==> config.mk <==
export PLATFORM = sky130hd
export DESIGN_NAME = ltx_blend
export DESIGN_NICKNAME = d
export VERILOG_FILES = /design/src/rtl/ltx_pkg.sv /design/src/rtl/ltx_blend.sv
export SDC_FILE = /design/constraint.sdc
export NUM_CORES = 2
export LEC_CHECK = 0
export BUFFER_PORTS_ARGS = -buffer_cell sky130_fd_sc_hd__buf_2
export CAP_MARGIN = 0
export CORE_ASPECT_RATIO = 1.2
export CORE_MARGIN = 1
export CORE_UTILIZATION = 35
export DETAILED_ROUTE_END_ITERATION = 10
export MAX_ROUTING_LAYER = met4
export RECOVER_POWER = 25
export SYNTH_ARGS = -nofsm -noshare
export SYNTH_HDL_FRONTEND = slang
export SYNTH_SLANG_ARGS = --single-unit
export TNS_END_PERCENT = 1
==> constraint.sdc <==
create_clock -name clock -period 23.4 [get_ports clock]
set_input_delay 2.34 -clock clock [delete_from_list [all_inputs] [get_ports clock]]
set_output_delay 2.34 -clock clock [all_outputs]
set_load 0.02 [all_outputs]
==> src/rtl/ltx_pkg.sv <==
// ltx_pkg: shared constants, register codes and transfer structs for the
// loop tail crossfader. No dependencies; every rtl file but ltx_ram imports it.
package ltx_pkg;

   localparam int MAX_FADE     = 2048;
   localparam int MAX_CHANNELS = 2;

   localparam int SAMPLE_W   = 24;
   localparam int LEN_W      = 24;
   localparam int FADE_LEN_W = 12;
   localparam int WEIGHT_W   = 17;
   localparam int NUM_CH_W   = 2;
   localparam int CSR_IDX_W  = 3;
   localparam int CSR_DATA_W = 24;

   localparam int HEAD_DEPTH = MAX_FADE * MAX_CHANNELS;
   localparam int HEAD_AW    = $clog2(HEAD_DEPTH);
   localparam int FADE_AW    = $clog2(MAX_FADE);
   localparam int CH_W       = (MAX_CHANNELS > 1) ? $clog2(MAX_CHANNELS) : 1;
   localparam int CMP_W      = CH_W + 2;

   localparam logic [WEIGHT_W-1:0] ONE_Q16 = WEIGHT_W'(65536);
   localparam int PCM_SCALE = 32767;

   typedef enum logic [CSR_IDX_W-1:0] {
      REG_FADE_ENABLE,
      REG_REGION_LENGTH,
      REG_FADE_LENGTH,
      REG_FADE_STEP,
      REG_NUM_CHANNELS,
      REG_OUTPUT_16BIT
   } ltx_reg_type;

   // sample on its way from the control stage into the blend datapath
   typedef struct packed {
      logic                       valid;
      logic signed [SAMPLE_W-1:0] sample;
      logic [WEIGHT_W-1:0]        weight;
      logic                       blend;
      logic                       pcm;
      logic                       last;
   } ltx_item_type;

   // head store access, one per accepted sample at most
   typedef struct packed {
      logic                we;
      logic                re;
      logic [HEAD_AW-1:0]  addr;
      logic [SAMPLE_W-1:0] wdata;
   } ltx_mem_req_type;

endpackage

==> src/rtl/ltx_blend.sv <==
// ltx_blend: blend multiply, rounding, 16-bit scaling and output register.
// Depends on ltx_pkg.
module ltx_blend import ltx_pkg::*; (
   input  logic                       clock,
   input  logic                       reset,
   input  logic                       advance,
   input  ltx_item_type               item,
   input  logic [SAMPLE_W-1:0]        head,
   output logic                       out_valid,
   output logic signed [SAMPLE_W-1:0] out_sample,
   output logic                       out_last
);

   localparam int DIFF_W  = SAMPLE_W + 1;
   localparam int PROD_W  = DIFF_W + WEIGHT_W + 1;
   localparam int ACC_W   = PROD_W + 1;
   localparam int SCALE_W = SAMPLE_W + 16;
   localparam int PCM_W   = 16;

   // stage 2: weight times (head - tail)
   logic signed [DIFF_W-1:0]   diff;
   logic signed [WEIGHT_W:0]   wgt;
   logic signed [PROD_W-1:0]   prod;
   logic                       s2_valid_ff;
   logic signed [SAMPLE_W-1:0] s2_sample_ff;
   logic signed [PROD_W-1:0]   s2_prod_ff;
   logic                       s2_blend_ff, s2_pcm_ff, s2_last_ff;

   // stage 3: round to nearest, magnitude for pcm scaling
   logic signed [ACC_W-1:0]    acc;
   logic signed [SAMPLE_W-1:0] mixed;
   logic [SAMPLE_W-1:0]        mag;
   logic                       s3_valid_ff;
   logic signed [SAMPLE_W-1:0] s3_mixed_ff;
   logic [SAMPLE_W-1:0]        s3_mag_ff;
   logic                       s3_neg_ff, s3_pcm_ff, s3_last_ff;

   // output
   logic [SCALE_W-1:0]         scaled;
   logic [SAMPLE_W-1:0]        q_wide;
   logic signed [SAMPLE_W-1:0] result;
   logic                       out_valid_ff;
   logic signed [SAMPLE_W-1:0] out_sample_ff;
   logic                       out_last_ff;

   always_comb begin
      diff = $signed({head[SAMPLE_W-1], head}) - DIFF_W'(item.sample);
      wgt  = $signed({1'b0, item.weight});
      prod = wgt * diff;
   end

   always_ff @(posedge clock) begin
      if (reset) begin
         s2_valid_ff <= 1'b0;
      end else if (advance) begin
         s2_valid_ff <= item.valid;
      end
      if (advance) begin
         s2_sample_ff <= item.sample;
         s2_prod_ff   <= prod;
         s2_blend_ff  <= item.blend;
         s2_pcm_ff    <= item.pcm;
         s2_last_ff   <= item.last;
      end
   end

   // tail * 65536 + w * (head - tail), halves rounded up
   always_comb begin
      acc = $signed({{(ACC_W - SAMPLE_W - 16){s2_sample_ff[SAMPLE_W-1]}},
                     s2_sample_ff, 16'b0})
            + ACC_W'(s2_prod_ff) + ACC_W'(32768);
      mixed = s2_blend_ff ? acc[SAMPLE_W+15:16] : s2_sample_ff;
      mag   = mixed[SAMPLE_W-1] ? (~mixed + SAMPLE_W'(1)) : mixed;
   end

   always_ff @(posedge clock) begin
      if (reset) begin
         s3_valid_ff <= 1'b0;
      end else if (advance) begin
         s3_valid_ff <= s2_valid_ff;
      end
      if (advance) begin
         s3_mixed_ff <= mixed;
         s3_mag_ff   <= mag;
         s3_neg_ff   <= mixed[SAMPLE_W-1];
         s3_pcm_ff   <= s2_pcm_ff;
         s3_last_ff  <= s2_last_ff;
      end
   end

   // magnitude * 32767 / 2^23, rounded half away from zero via the sign
   always_comb begin
      scaled = SCALE_W'(s3_mag_ff) * SCALE_W'(PCM_SCALE) + SCALE_W'(1 << 22);
      q_wide = SAMPLE_W'(scaled[23+PCM_W-1:23]);
      if (s3_pcm_ff) begin
         result = s3_neg_ff ? (~q_wide + SAMPLE_W'(1)) : q_wide;
      end else begin
         result = s3_mixed_ff;
      end
   end

   always_ff @(posedge clock) begin
      if (reset) begin
         out_valid_ff <= 1'b0;
      end else if (advance) begin
         out_valid_ff <= s3_valid_ff;
      end
      if (advance) begin
         out_sample_ff <= result;
         out_last_ff   <= s3_last_ff;
      end
   end

   assign out_valid  = out_valid_ff;
   assign out_sample = out_sample_ff;
   assign out_last   = out_last_ff;

endmodule

==> metrics.txt <==
status=complete, but fails checks; failing checks=max-capacitance violations, max-slew violations; ratio of cells with drive above 1 in the final layout=0.0542; RSZ-0062 raised after global routing=no; Die Y-Extent=316 um; Post-CTS Repair Setup Buffers=0; final number of hold-violating endpoints=0; drt initial violations=867; I/O Buffers=97; met1 WL=slightly above 30000 um; CTS Buf Count=17; starting density of the core=0.355; Die X=264 um; Post-DP Area=30500 um^2; Data arrival, critical path=11620 ps; Die Area=around 83000 um^2; share of the synthesized area in the top cell type=0.401; hold_buf cts=0; # IOs=a little under 100; clk buf depth=2; FF/Latch Area=between 3000 and 4000 um^2; max-cap viol count=1; GRT Total Usage=0.189; cell count of the worst reg-to-reg path=23; Via-to-Cell Ratio=4.85; Setup crit start=item[30]; CTS tree=built; final wirelength=between 70000 and 80000 um; crit path time final=around 11000 ps; top post-synthesis cells by area=fa_1 40%, edfxtp_1 13%, ha_1 11%; commonest cells in the synthesized netlist=762 x inv_1, 576 x fa_1, 270 x nand2_1, 255 x ha_1, 192 x and2_1; Final ANT Viol Nets=0; routed wire length per instance=17.7 um; row cnt=114; Yosys reg bits=roughly 130; syn_nets=roughly 3900; DRC=0; r2r endpoint=out_sample[19]; post-CTS sizing=0; Slew @ Worst Pin=4750 ps; Crit. End Element=flop; vias=approximately 20000; reg2reg setup slack=~15000 ps; Worst setup SP type=primary input; DR WL met3=~2500 um; CP required=roughly 24000 ps; most used cell, CP=fa_1; most numerous cell in the Yosys netlist=inv_1; Critical-path top delay cell=o41ai_1; Syn. warnings=0; final count of negative-setup-slack endpoints=0; area added between synthesis and finish=7.71%; CP Max Fanout=17; Post-Syn Instances=about 3000; post-synth cell types=80; CTS Root Cell=clkbuf_16; fillers=approximately 8000; # nets final=3955; Post-DP HPWL=about 60000 um; worst skew pair latency=between 400 and 500 ps; highest routed layer=met4; largest net degree at the start of global routing=79; Avg Cell Area, Syn=approximately 9.6 um^2; CP peak stage delay=approximately 750 ps; CP Capture Point=s2_prod_ff[39]; Cell Area, Synth=between 20000 and 30000 um^2; CTS Sinks=129; hold crit path type=reg -> reg; vias in the first global route=about 22000; fin crit share=0.487; drt first pass iters=5; clock-pin slew on the worst setup and hold paths=roughly 70 ps; metal2 WL=about 38000 um; final instance area=31000 um^2; grt ovf=0; leading area contributor after synthesis=fa_1; Fin Setup TNS=0 ps; multi-input logic area=~22000 um^2; Slew Viols, Final=79; antenna cells=0; Final GP Congestion=around 0.9; ys async rst share=0; CTS H-Tree Depth=4; worst-case clock skew=29.8 ps; number of enable flip-flop cells after synthesis=126; Top FF cell, synth=edfxtp_1; first-pass GRT wire length=117000 um; Setup CP Type=in -> reg; Highest Clock Rate=slightly below 90 MHz; register area share after synthesis=0.134; RR Startpoint=s3_mag_ff[9]; initial antenna violation count=2; core area=between 80000 and 90000 um^2; Final WS setup=around 12000 ps; Setup WS pre-CTS=11610 ps; headroom to the max-slew limit=-2.17
## cell usage in the layout (no fill, tap or decap), types with 9 or more instances in the layout
cell / n
a211oi_1: 12
nand2_1: 270
buf_2: 79
nand2b_1: 19
nor2b_1: 40
clkbuf_1: 20
and2_1: 192
nor2_1: 92
a21oi_1: 94
nor3_1: 35
a21o_1: 29
fa_1: 576
edfxtp_1: 126
o21ai_0: 52
nand3_1: 17
xor2_1: 30
buf_4: 29
mux2i_1: 15
xnor2_1: 87
and3_1: 13
inv_1: 762
a31oi_1: 14
o31ai_1: 17
nor4_1: 9
ha_1: 255
o21a_1: 21
clkbuf_16: 17
## registers in the layout (all words and copies together) (netlist names)
signal	cells
out_sample	24
s2_prod_ff	25
s2_blend_ff	1
s2_last_ff	1
s2_valid_ff	1
s3_last_ff	1
out_last	1
s3_mixed_ff	24
s2_pcm_ff	1
s2_sample_ff	24
s3_mag_ff	23
s3_pcm_ff	1
s3_valid_ff	1
out_valid	1
## final cells by class
type	count	area share
tap	1044	0.0422
inverter	763	0.0925
clock inverter	12	0.00351
timing repair buffer	126	0.0220
multi-input combinational	2015	0.702
clock buffer	19	0.0140
sequential	129	0.124
## how the worst min path moves through the flow
stage | start | end | slack [ps] | cells after the start
after floorplan | s3_last_ff | out_last | 400 | 0
after global placement | s3_last_ff | out_last | 400 | 0
after detailed placement | s2_last_ff | s3_last_ff | 410 | 0
after CTS | s2_last_ff | s3_last_ff | 420 | 0
after global routing | s3_last_ff | out_last | 440 | 0
final | s3_last_ff | out_last | 420 | 0
## per-layer routing
layer / vias up / global-route usage
met5: - / -
met4: 0 / 0.0617
met3: 110 / 0.0167
met2: 405 / 0.341
met1: 10100 / 0.222
li1: 9306 / -
## kinds of logic after synthesis
group | Yosys count | share of synthesized area
AOI/OAI and AO/OA | 318 | 0.0734
xor gates and xnor gates | 119 | 0.0367
adders and majority gates | 831 | 0.512
buffers and inverters | 847 | 0.111
DFF | 129 | 0.134
muxes | 22 | 0.00796
and+or+nand+nor | 725 | 0.126
## critical path: cells and delay by family
family                   cells  cell delay (ps)
buffers and inverters        6              790
XOR/XNOR                     1              370
AO/OA/AOI/OAI               11             3060
adder cells (fa/ha/maj)      8             3440
AND/OR/NAND/NOR              5             1610
## stage by stage
stage	utilization	hold WS [ps]	cells
after detailed placement	0.376	407	4077
after global placement	0.376	401	4077
final	0.382	422	4108
after floorplan	-	400	2991
after global routing	0.382	436	4108
after CTS	0.383	421	4108
Power is not shown: default switching activity piles up to over one toggle a cycle in this logic, so the estimate is an artifact.
