--- src/rtl/ltx_pkg.sv ---
// ltx_pkg: shared constants, register codes and transfer structs for the
// loop tail crossfader. No dependencies; every rtl file but ltx_ram imports it.
package ltx_pkg;

   localparam int MAX_FADE     = 2048;
   localparam int MAX_CHANNELS = 2;

   localparam int SAMPLE_W   = 24;
   localparam int LEN_W      = 24;
   localparam int FADE_LEN_W = 12;
   localparam int WEIGHT_W   = 17;
   localparam int NUM_CH_W   = 2;
   localparam int CSR_IDX_W  = 3;
   localparam int CSR_DATA_W = 24;

   localparam int HEAD_DEPTH = MAX_FADE * MAX_CHANNELS;
   localparam int HEAD_AW    = $clog2(HEAD_DEPTH);
   localparam int FADE_AW    = $clog2(MAX_FADE);
   localparam int CH_W       = (MAX_CHANNELS > 1) ? $clog2(MAX_CHANNELS) : 1;
   localparam int CMP_W      = CH_W + 2;

   localparam logic [WEIGHT_W-1:0] ONE_Q16 = WEIGHT_W'(65536);
   localparam int PCM_SCALE = 32767;

   typedef enum logic [CSR_IDX_W-1:0] {
      REG_FADE_ENABLE,
      REG_REGION_LENGTH,
      REG_FADE_LENGTH,
      REG_FADE_STEP,
      REG_NUM_CHANNELS,
      REG_OUTPUT_16BIT
   } ltx_reg_type;

   // sample on its way from the control stage into the blend datapath
   typedef struct packed {
      logic                       valid;
      logic signed [SAMPLE_W-1:0] sample;
      logic [WEIGHT_W-1:0]        weight;
      logic                       blend;
      logic                       pcm;
      logic                       last;
   } ltx_item_type;

   // head store access, one per accepted sample at most
   typedef struct packed {
      logic                we;
      logic                re;
      logic [HEAD_AW-1:0]  addr;
      logic [SAMPLE_W-1:0] wdata;
   } ltx_mem_req_type;

endpackage

--- src/rtl/ltx_ctrl.sv ---
// ltx_ctrl: configuration registers, frame/channel counters, fade weight
// and head store addressing. Depends on ltx_pkg.
module ltx_ctrl import ltx_pkg::*; (
   input  logic                       clock,
   input  logic                       reset,
   input  logic                       advance,
   input  logic                       accept,
   input  logic signed [SAMPLE_W-1:0] sample_in,
   input  logic                       csr_we,
   input  logic [CSR_IDX_W-1:0]       csr_index,
   input  logic [CSR_DATA_W-1:0]      csr_wdata,
   output ltx_item_type               item,
   output ltx_mem_req_type            mem_req
);

   localparam int SUM_W = LEN_W + 1;
   localparam int NW_W  = WEIGHT_W + 1;

   logic                  fade_enable_ff;
   logic [LEN_W-1:0]      region_length_ff;
   logic [FADE_LEN_W-1:0] fade_length_ff;
   logic [WEIGHT_W-1:0]   fade_step_ff;
   logic [NUM_CH_W-1:0]   num_channels_ff;
   logic                  output_16bit_ff;

   logic [LEN_W-1:0]    frame_ff, frame_in;
   logic [CH_W-1:0]     chan_ff, chan_in;
   logic [WEIGHT_W-1:0] weight_ff, weight_in;
   ltx_item_type        item_ff;

   logic [LEN_W-1:0]   len;
   logic [CMP_W-1:0]   nch;
   logic               frame_done;
   logic               active;
   logic               in_head;
   logic               in_tail;
   logic               at_final;
   logic [SUM_W-1:0]   sum_fk;
   logic [SUM_W-1:0]   tail_off;
   logic [HEAD_AW-1:0] head_addr;
   logic [HEAD_AW-1:0] tail_addr;
   logic [NW_W-1:0]    weight_sum;

   // configuration writes
   always_ff @(posedge clock) begin
      if (reset) begin
         fade_enable_ff   <= 1'b0;
         region_length_ff <= LEN_W'(1);
         fade_length_ff   <= '0;
         fade_step_ff     <= '0;
         num_channels_ff  <= NUM_CH_W'(1);
         output_16bit_ff  <= 1'b1;
      end else if (csr_we) begin
         case (ltx_reg_type'(csr_index))
            REG_FADE_ENABLE:   fade_enable_ff   <= csr_wdata[0];
            REG_REGION_LENGTH: region_length_ff <= csr_wdata[LEN_W-1:0];
            REG_FADE_LENGTH:   fade_length_ff   <= csr_wdata[FADE_LEN_W-1:0];
            REG_FADE_STEP:     fade_step_ff     <= csr_wdata[WEIGHT_W-1:0];
            REG_NUM_CHANNELS:  num_channels_ff  <= csr_wdata[NUM_CH_W-1:0];
            REG_OUTPUT_16BIT:  output_16bit_ff  <= csr_wdata[0];
            default: ;
         endcase
      end
   end

   // region decode
   always_comb begin
      len = (region_length_ff == '0) ? LEN_W'(1) : region_length_ff;
      if (num_channels_ff == '0) begin
         nch = CMP_W'(1);
      end else if (CMP_W'(num_channels_ff) > CMP_W'(MAX_CHANNELS)) begin
         nch = CMP_W'(MAX_CHANNELS);
      end else begin
         nch = CMP_W'(num_channels_ff);
      end
      frame_done = (CMP_W'(chan_ff) + CMP_W'(1)) >= nch;
      active = fade_enable_ff && (fade_length_ff > FADE_LEN_W'(1))
               && (LEN_W'({fade_length_ff, 1'b0}) <= len)
               && (32'(fade_length_ff) <= MAX_FADE);
      in_head  = active && (LEN_W'(fade_length_ff) > frame_ff);
      sum_fk   = SUM_W'(frame_ff) + SUM_W'(fade_length_ff);
      in_tail  = active && !in_head && (sum_fk >= SUM_W'(len)) && (frame_ff < len);
      at_final = frame_ff == (len - LEN_W'(1));
      tail_off = sum_fk - SUM_W'(len);
      head_addr = HEAD_AW'(frame_ff[FADE_AW-1:0]) * HEAD_AW'(MAX_CHANNELS)
                  + HEAD_AW'(chan_ff);
      tail_addr = HEAD_AW'(tail_off[FADE_AW-1:0]) * HEAD_AW'(MAX_CHANNELS)
                  + HEAD_AW'(chan_ff);
      weight_sum = NW_W'(weight_ff) + NW_W'(fade_step_ff);
   end

   always_comb begin
      mem_req.we    = accept && in_head;
      mem_req.re    = accept && in_tail;
      mem_req.addr  = in_head ? head_addr : tail_addr;
      mem_req.wdata = sample_in;
   end

   // counter and weight update
   always_comb begin
      frame_in  = frame_ff;
      chan_in   = chan_ff;
      weight_in = weight_ff;
      if (accept) begin
         if (frame_done) begin
            chan_in = '0;
            if (in_tail && !at_final) begin
               weight_in = (weight_sum > NW_W'(ONE_Q16)) ? ONE_Q16
                                                         : weight_sum[WEIGHT_W-1:0];
            end
            if ((SUM_W'(frame_ff) + SUM_W'(1)) >= SUM_W'(len)) begin
               frame_in  = '0;
               weight_in = '0;
            end else begin
               frame_in = frame_ff + LEN_W'(1);
            end
         end else begin
            chan_in = chan_ff + CH_W'(1);
         end
      end
   end

   always_ff @(posedge clock) begin
      if (reset) begin
         frame_ff  <= '0;
         chan_ff   <= '0;
         weight_ff <= '0;
      end else begin
         frame_ff  <= frame_in;
         chan_ff   <= chan_in;
         weight_ff <= weight_in;
      end
   end

   // hand-off register into the datapath, aligned with the ram read
   always_ff @(posedge clock) begin
      if (reset) begin
         item_ff.valid <= 1'b0;
      end else if (advance) begin
         item_ff.valid <= accept;
      end
      if (advance && accept) begin
         item_ff.sample <= sample_in;
         item_ff.weight <= at_final ? ONE_Q16 : weight_ff;
         item_ff.blend  <= in_tail;
         item_ff.pcm    <= output_16bit_ff;
         item_ff.last   <= (frame_ff >= (len - LEN_W'(1))) && frame_done;
      end
   end

   assign item = item_ff;

endmodule

--- config.mk ---
export PLATFORM = sky130hd
export DESIGN_NAME = ltx_ctrl
export DESIGN_NICKNAME = d
export VERILOG_FILES = /design/src/rtl/ltx_pkg.sv /design/src/rtl/ltx_ctrl.sv
export SDC_FILE = /design/constraint.sdc
export NUM_CORES = 1
export LEC_CHECK = 0
export BUFFER_PORTS_ARGS = -buffer_cell sky130_fd_sc_hd__buf_4
export CELL_PAD_IN_SITES_DETAIL_PLACEMENT = 0
export CELL_PAD_IN_SITES_GLOBAL_PLACEMENT = 2
export CORE_ASPECT_RATIO = 1.5
export CORE_MARGIN = 3
export CORE_UTILIZATION = 37
export CTS_BUF_LIST = sky130_fd_sc_hd__clkbuf_8
export CTS_CLUSTER_DIAMETER = 150
export CTS_CLUSTER_SIZE = 16
export DETAILED_ROUTE_END_ITERATION = 8
export PLACE_DENSITY_LB_ADDON = 0.08
export SLEW_MARGIN = 5
export SYNTH_ARGS = -nofsm -noshare
export SYNTH_HDL_FRONTEND = slang
export SYNTH_SLANG_ARGS = --single-unit
--- constraint.sdc ---
create_clock -name clock -period 5.4 [get_ports clock]
set_input_delay 1.35 -clock clock [delete_from_list [all_inputs] [get_ports clock]]
set_output_delay 1.35 -clock clock [all_outputs]
set_load 0.005 [all_outputs]
==> impl_metrics.csv <==
group,metric,value,unit
outcome,outcome,"complete, but fails checks",
outcome,violations,"setup timing",
sta,fin_crit,5.47,ns
critical_path,critPathLaunchType,"flop",
cts,clockRootBuffer,"clkbuf_8",
cts,clkTransAtPathRegs,0.09,ns
route,drt_iter0_drc,461,
flow_run,maxCapViolCount,0,
floorplan,num_rows,77,
synth,synthArstFlopShare,0,%
global_routing,grt_pass1_wl,58.1,mm
hold_path,min_path_type,"reg -> reg",
placed_design,port_buffers,138,
global_routing,grt_pass1_vias,10463,
route,wl,37.6,mm
sta,tightest_slew,1.06,ns
sta,slew_headroom,29.4,%
critical_path,worst-path-buf-inv,3,
cts,numClockSinks,143,
sta,finalMaxSlewViolations,0,
sta,hold_viol,0,
cts,numCtsBuffers,17,
global_routing,overflow,0,
cts,clk_path_buf_depth,2,
cts,hold_buffers,0,
synth,ys_seq_elements,143,
pwr,p_per_area,205,nW/um^2
synth,yosysSeqAreaShare,29.8,%
route,drt-wirelength-per-cell,19.8,microns
synth,netlist_instances,1316,
floorplan,die_area,32100,sq um
cts,htreeDepth,4,
floorplan,core,29500,sq um
finish,drive_gt1_share,22.2,%
global_routing,grt_use_total,23.3,%
floorplan,io_pins,139,
critical_path,worst_path_largest_cell_delay,0.39,ns
critical_path,crit_required,4.05,ns
pwr,p_leak,5.84,nW
sta,setup_viol_count_final,1,
synth,synth-edff-count,44,
route,drtAntennaViolNets,0,
critical_path,cp.arrival,4.12,ns
finish,area_growth,22.3,%
placed_design,gp_congestion,0.854,
sta,max_clock_freq,183,MHz
synth,syn-num-nets,1526,
global_routing,grt_max_degree,85,
finish,stdcell_area,13600,sq um
synth,syn_area,11100,sq um
synth,synth_ff_type,"dfxtp_1",
synth,synth.distinct_cells,79,
global_routing,antenna_found_initial,1,
sta,final.setup.worst_slack,-0.0656,ns
critical_path,cp-end-kind,"output pin",
critical_path,cp_max_fo,3,
synth,avgSynthCellArea,8.42,sq um
cts,insertion_delay,0.49,ns
synth,ys.warnings.count,0,
finish,num-nets-final,1698,
placed_design,place_hpwl,30.4,mm
sta,fin_crit_sh,101,%
sta,finClkSkew,0.0211,ns
floorplan,die_h,218,microns
placed_design,dpl_cell_area,12800,sq um
finish,fillers,3032,
route,vias,10108,
pwr,totalPowerFinal,2.78,mW
floorplan,start_util,37.6,%
critical_path,cp_slowest_cell,"o311a_1",
pwr,ir_worst_vdd,158,uV
route,viasPerCell,5.33,
sta,rsz0062_at_grt,"true",
critical_path,crit_type,"reg -> out",
route,drc,0,
critical_path,crit_family,"compound AO/OA/AOI/OAI gates",
floorplan,die_w,147,microns
route,first_pass_iters,6,
critical_path,crit_chain,"inv_2 -> ha_4 -> nand2b_1 -> a21oi_2 -> nor2_2 -> o21bai_2 -> a311o_1 -> a31oi_2 -> xor2_1 -> ha_1 -> a21oi_2 -> o21bai_1 -> o221ai_1 -> a21boi_1 -> o311a_1 -> o311ai_4 -> inv_2 -> and2_1 -> buf_4",
cts,cts_tree,"yes",
==> path summary, 6_finish.rpt <==
kind / start / to / slack (ns) / depth (start not counted)
setup / recovery: frame_ff[1] / mem_req[36] / -0.07 / 19
hold / removal: output_16bit_ff / item[1] / 0.44 / 0
setup reg to reg: frame_ff[0] / weight_ff[1] / 0.54 / 18
hold reg to reg: output_16bit_ff / item[1] / 0.44 / 0
==> per-stage QoR <==
step / hold WS [ns] / instances / TNS (ns) / setup WS, ns / utilization [%]
detailed placement: 0.427 / 1859 / 0 / 0.0659 / 43.6
global placement: 0.411 / 1859 / 0 / 0.112 / 43.6
CTS: 0.448 / 1895 / -0.0911 / -0.0911 / 45.8
finish: 0.443 / 1897 / -0.0656 / -0.0656 / 46.0
global route: 0.459 / 1896 / -0.323 / -0.309 / 46.0
floorplan: 0.402 / 1316 / 0 / 0.282 / -
==> timing repair <==
item                       CTS  global route
gates resized for setup     51             6
pin swaps                   25             5
buffers inserted             5             1
hold endpoints to repair     0             0
setup endpoints to repair    3             3
==> metal layers <==
metal	GRT usage [%]	part of all wire (%)	up-vias
met5	0	0.029	-
met4	9.30	3.9	2
met3	3.45	2.7	62
met2	44.3	53	187
met1	25.8	40	4788
li1	-	-	5069
==> synthesized netlist by cell type, drive strengths merged, types with 8 or more instances <==
| master | count | area, sq um |
|---|---|---|
| nand2 | 174 | 661 |
| nor2 | 89 | 337 |
| o21ai | 48 | 240 |
| and2 | 14 | 87.6 |
| nor2b | 14 | 95.1 |
| ha | 151 | 1890 |
| a211oi | 12 | 100 |
| o211ai | 9 | 67.6 |
| buf | 39 | 269 |
| xor2 | 24 | 210 |
| clkbuf | 32 | 120 |
| a22oi | 8 | 60.1 |
| edfxtp | 44 | 1320 |
| nor3 | 24 | 120 |
| xnor2 | 55 | 482 |
| a21o | 25 | 188 |
| and3 | 9 | 56.3 |
| or2 | 8 | 50.1 |
| dfxtp | 99 | 1980 |
| a21oi | 137 | 689 |
| nand3 | 46 | 240 |
| nand4 | 23 | 144 |
| nor4 | 25 | 190 |
| a31oi | 12 | 81.3 |
| inv | 67 | 251 |
| o21a | 13 | 97.6 |
| nand2b | 14 | 87.6 |
==> registers in the layout (all words and copies together) (netlist names) <==
register / cells
weight_ff: 17
item: 45
fade_enable_ff: 1
fade_step_ff: 17
output_16bit_ff: 1
chan_ff: 1
fade_length_ff: 12
region_length_ff: 24
num_channels_ff: 1
frame_ff: 24
==> cells by family after synthesis <==
logic type	count (synthesis)	synth area share [%]
and+or+nand+nor	463	20.4
AOI/OAI and AO/OA	332	19.5
adders and majority gates	154	17.6
DFF	143	29.8
buffers and inverters	138	5.78
xor gates and xnor gates	79	6.24
muxes	7	0.666
==> cells in the final DEF (no fill, tap or decap), drive strengths merged, types with 44 or more instances in the layout <==
master  count
nand3      46
nand2     174
a21oi     137
nor2       89
buf       224
xnor2      55
dfxtp      99
ha        151
inv        72
o21ai      48
edfxtp     44
==> final cells by class <==
cell class | count | area (sq um) | share of cell area [%]
multi-input cells | 1035 | 7370 | 54.4
flip-flops and latches | 143 | 3310 | 24.4
repair buffers | 224 | 1700 | 12.6
well taps | 395 | 494 | 3.65
inverters | 67 | 251 | 1.86
clock buffers | 17 | 234 | 1.73
clock inverters | 15 | 180 | 1.33
diodes | 1 | 2.50 | 0.0185
==> power breakdown <==
part           switching [mW]  total, mW  leakage [nW]  internal, mW
logic                   0.386      0.700          4.43         0.314
clock network           0.499      0.924         0.192         0.425
registers              0.0167       1.16          1.22          1.14
total                   0.902       2.78          5.84          1.88
Note: power is estimated with default switching activity, not from simulation.
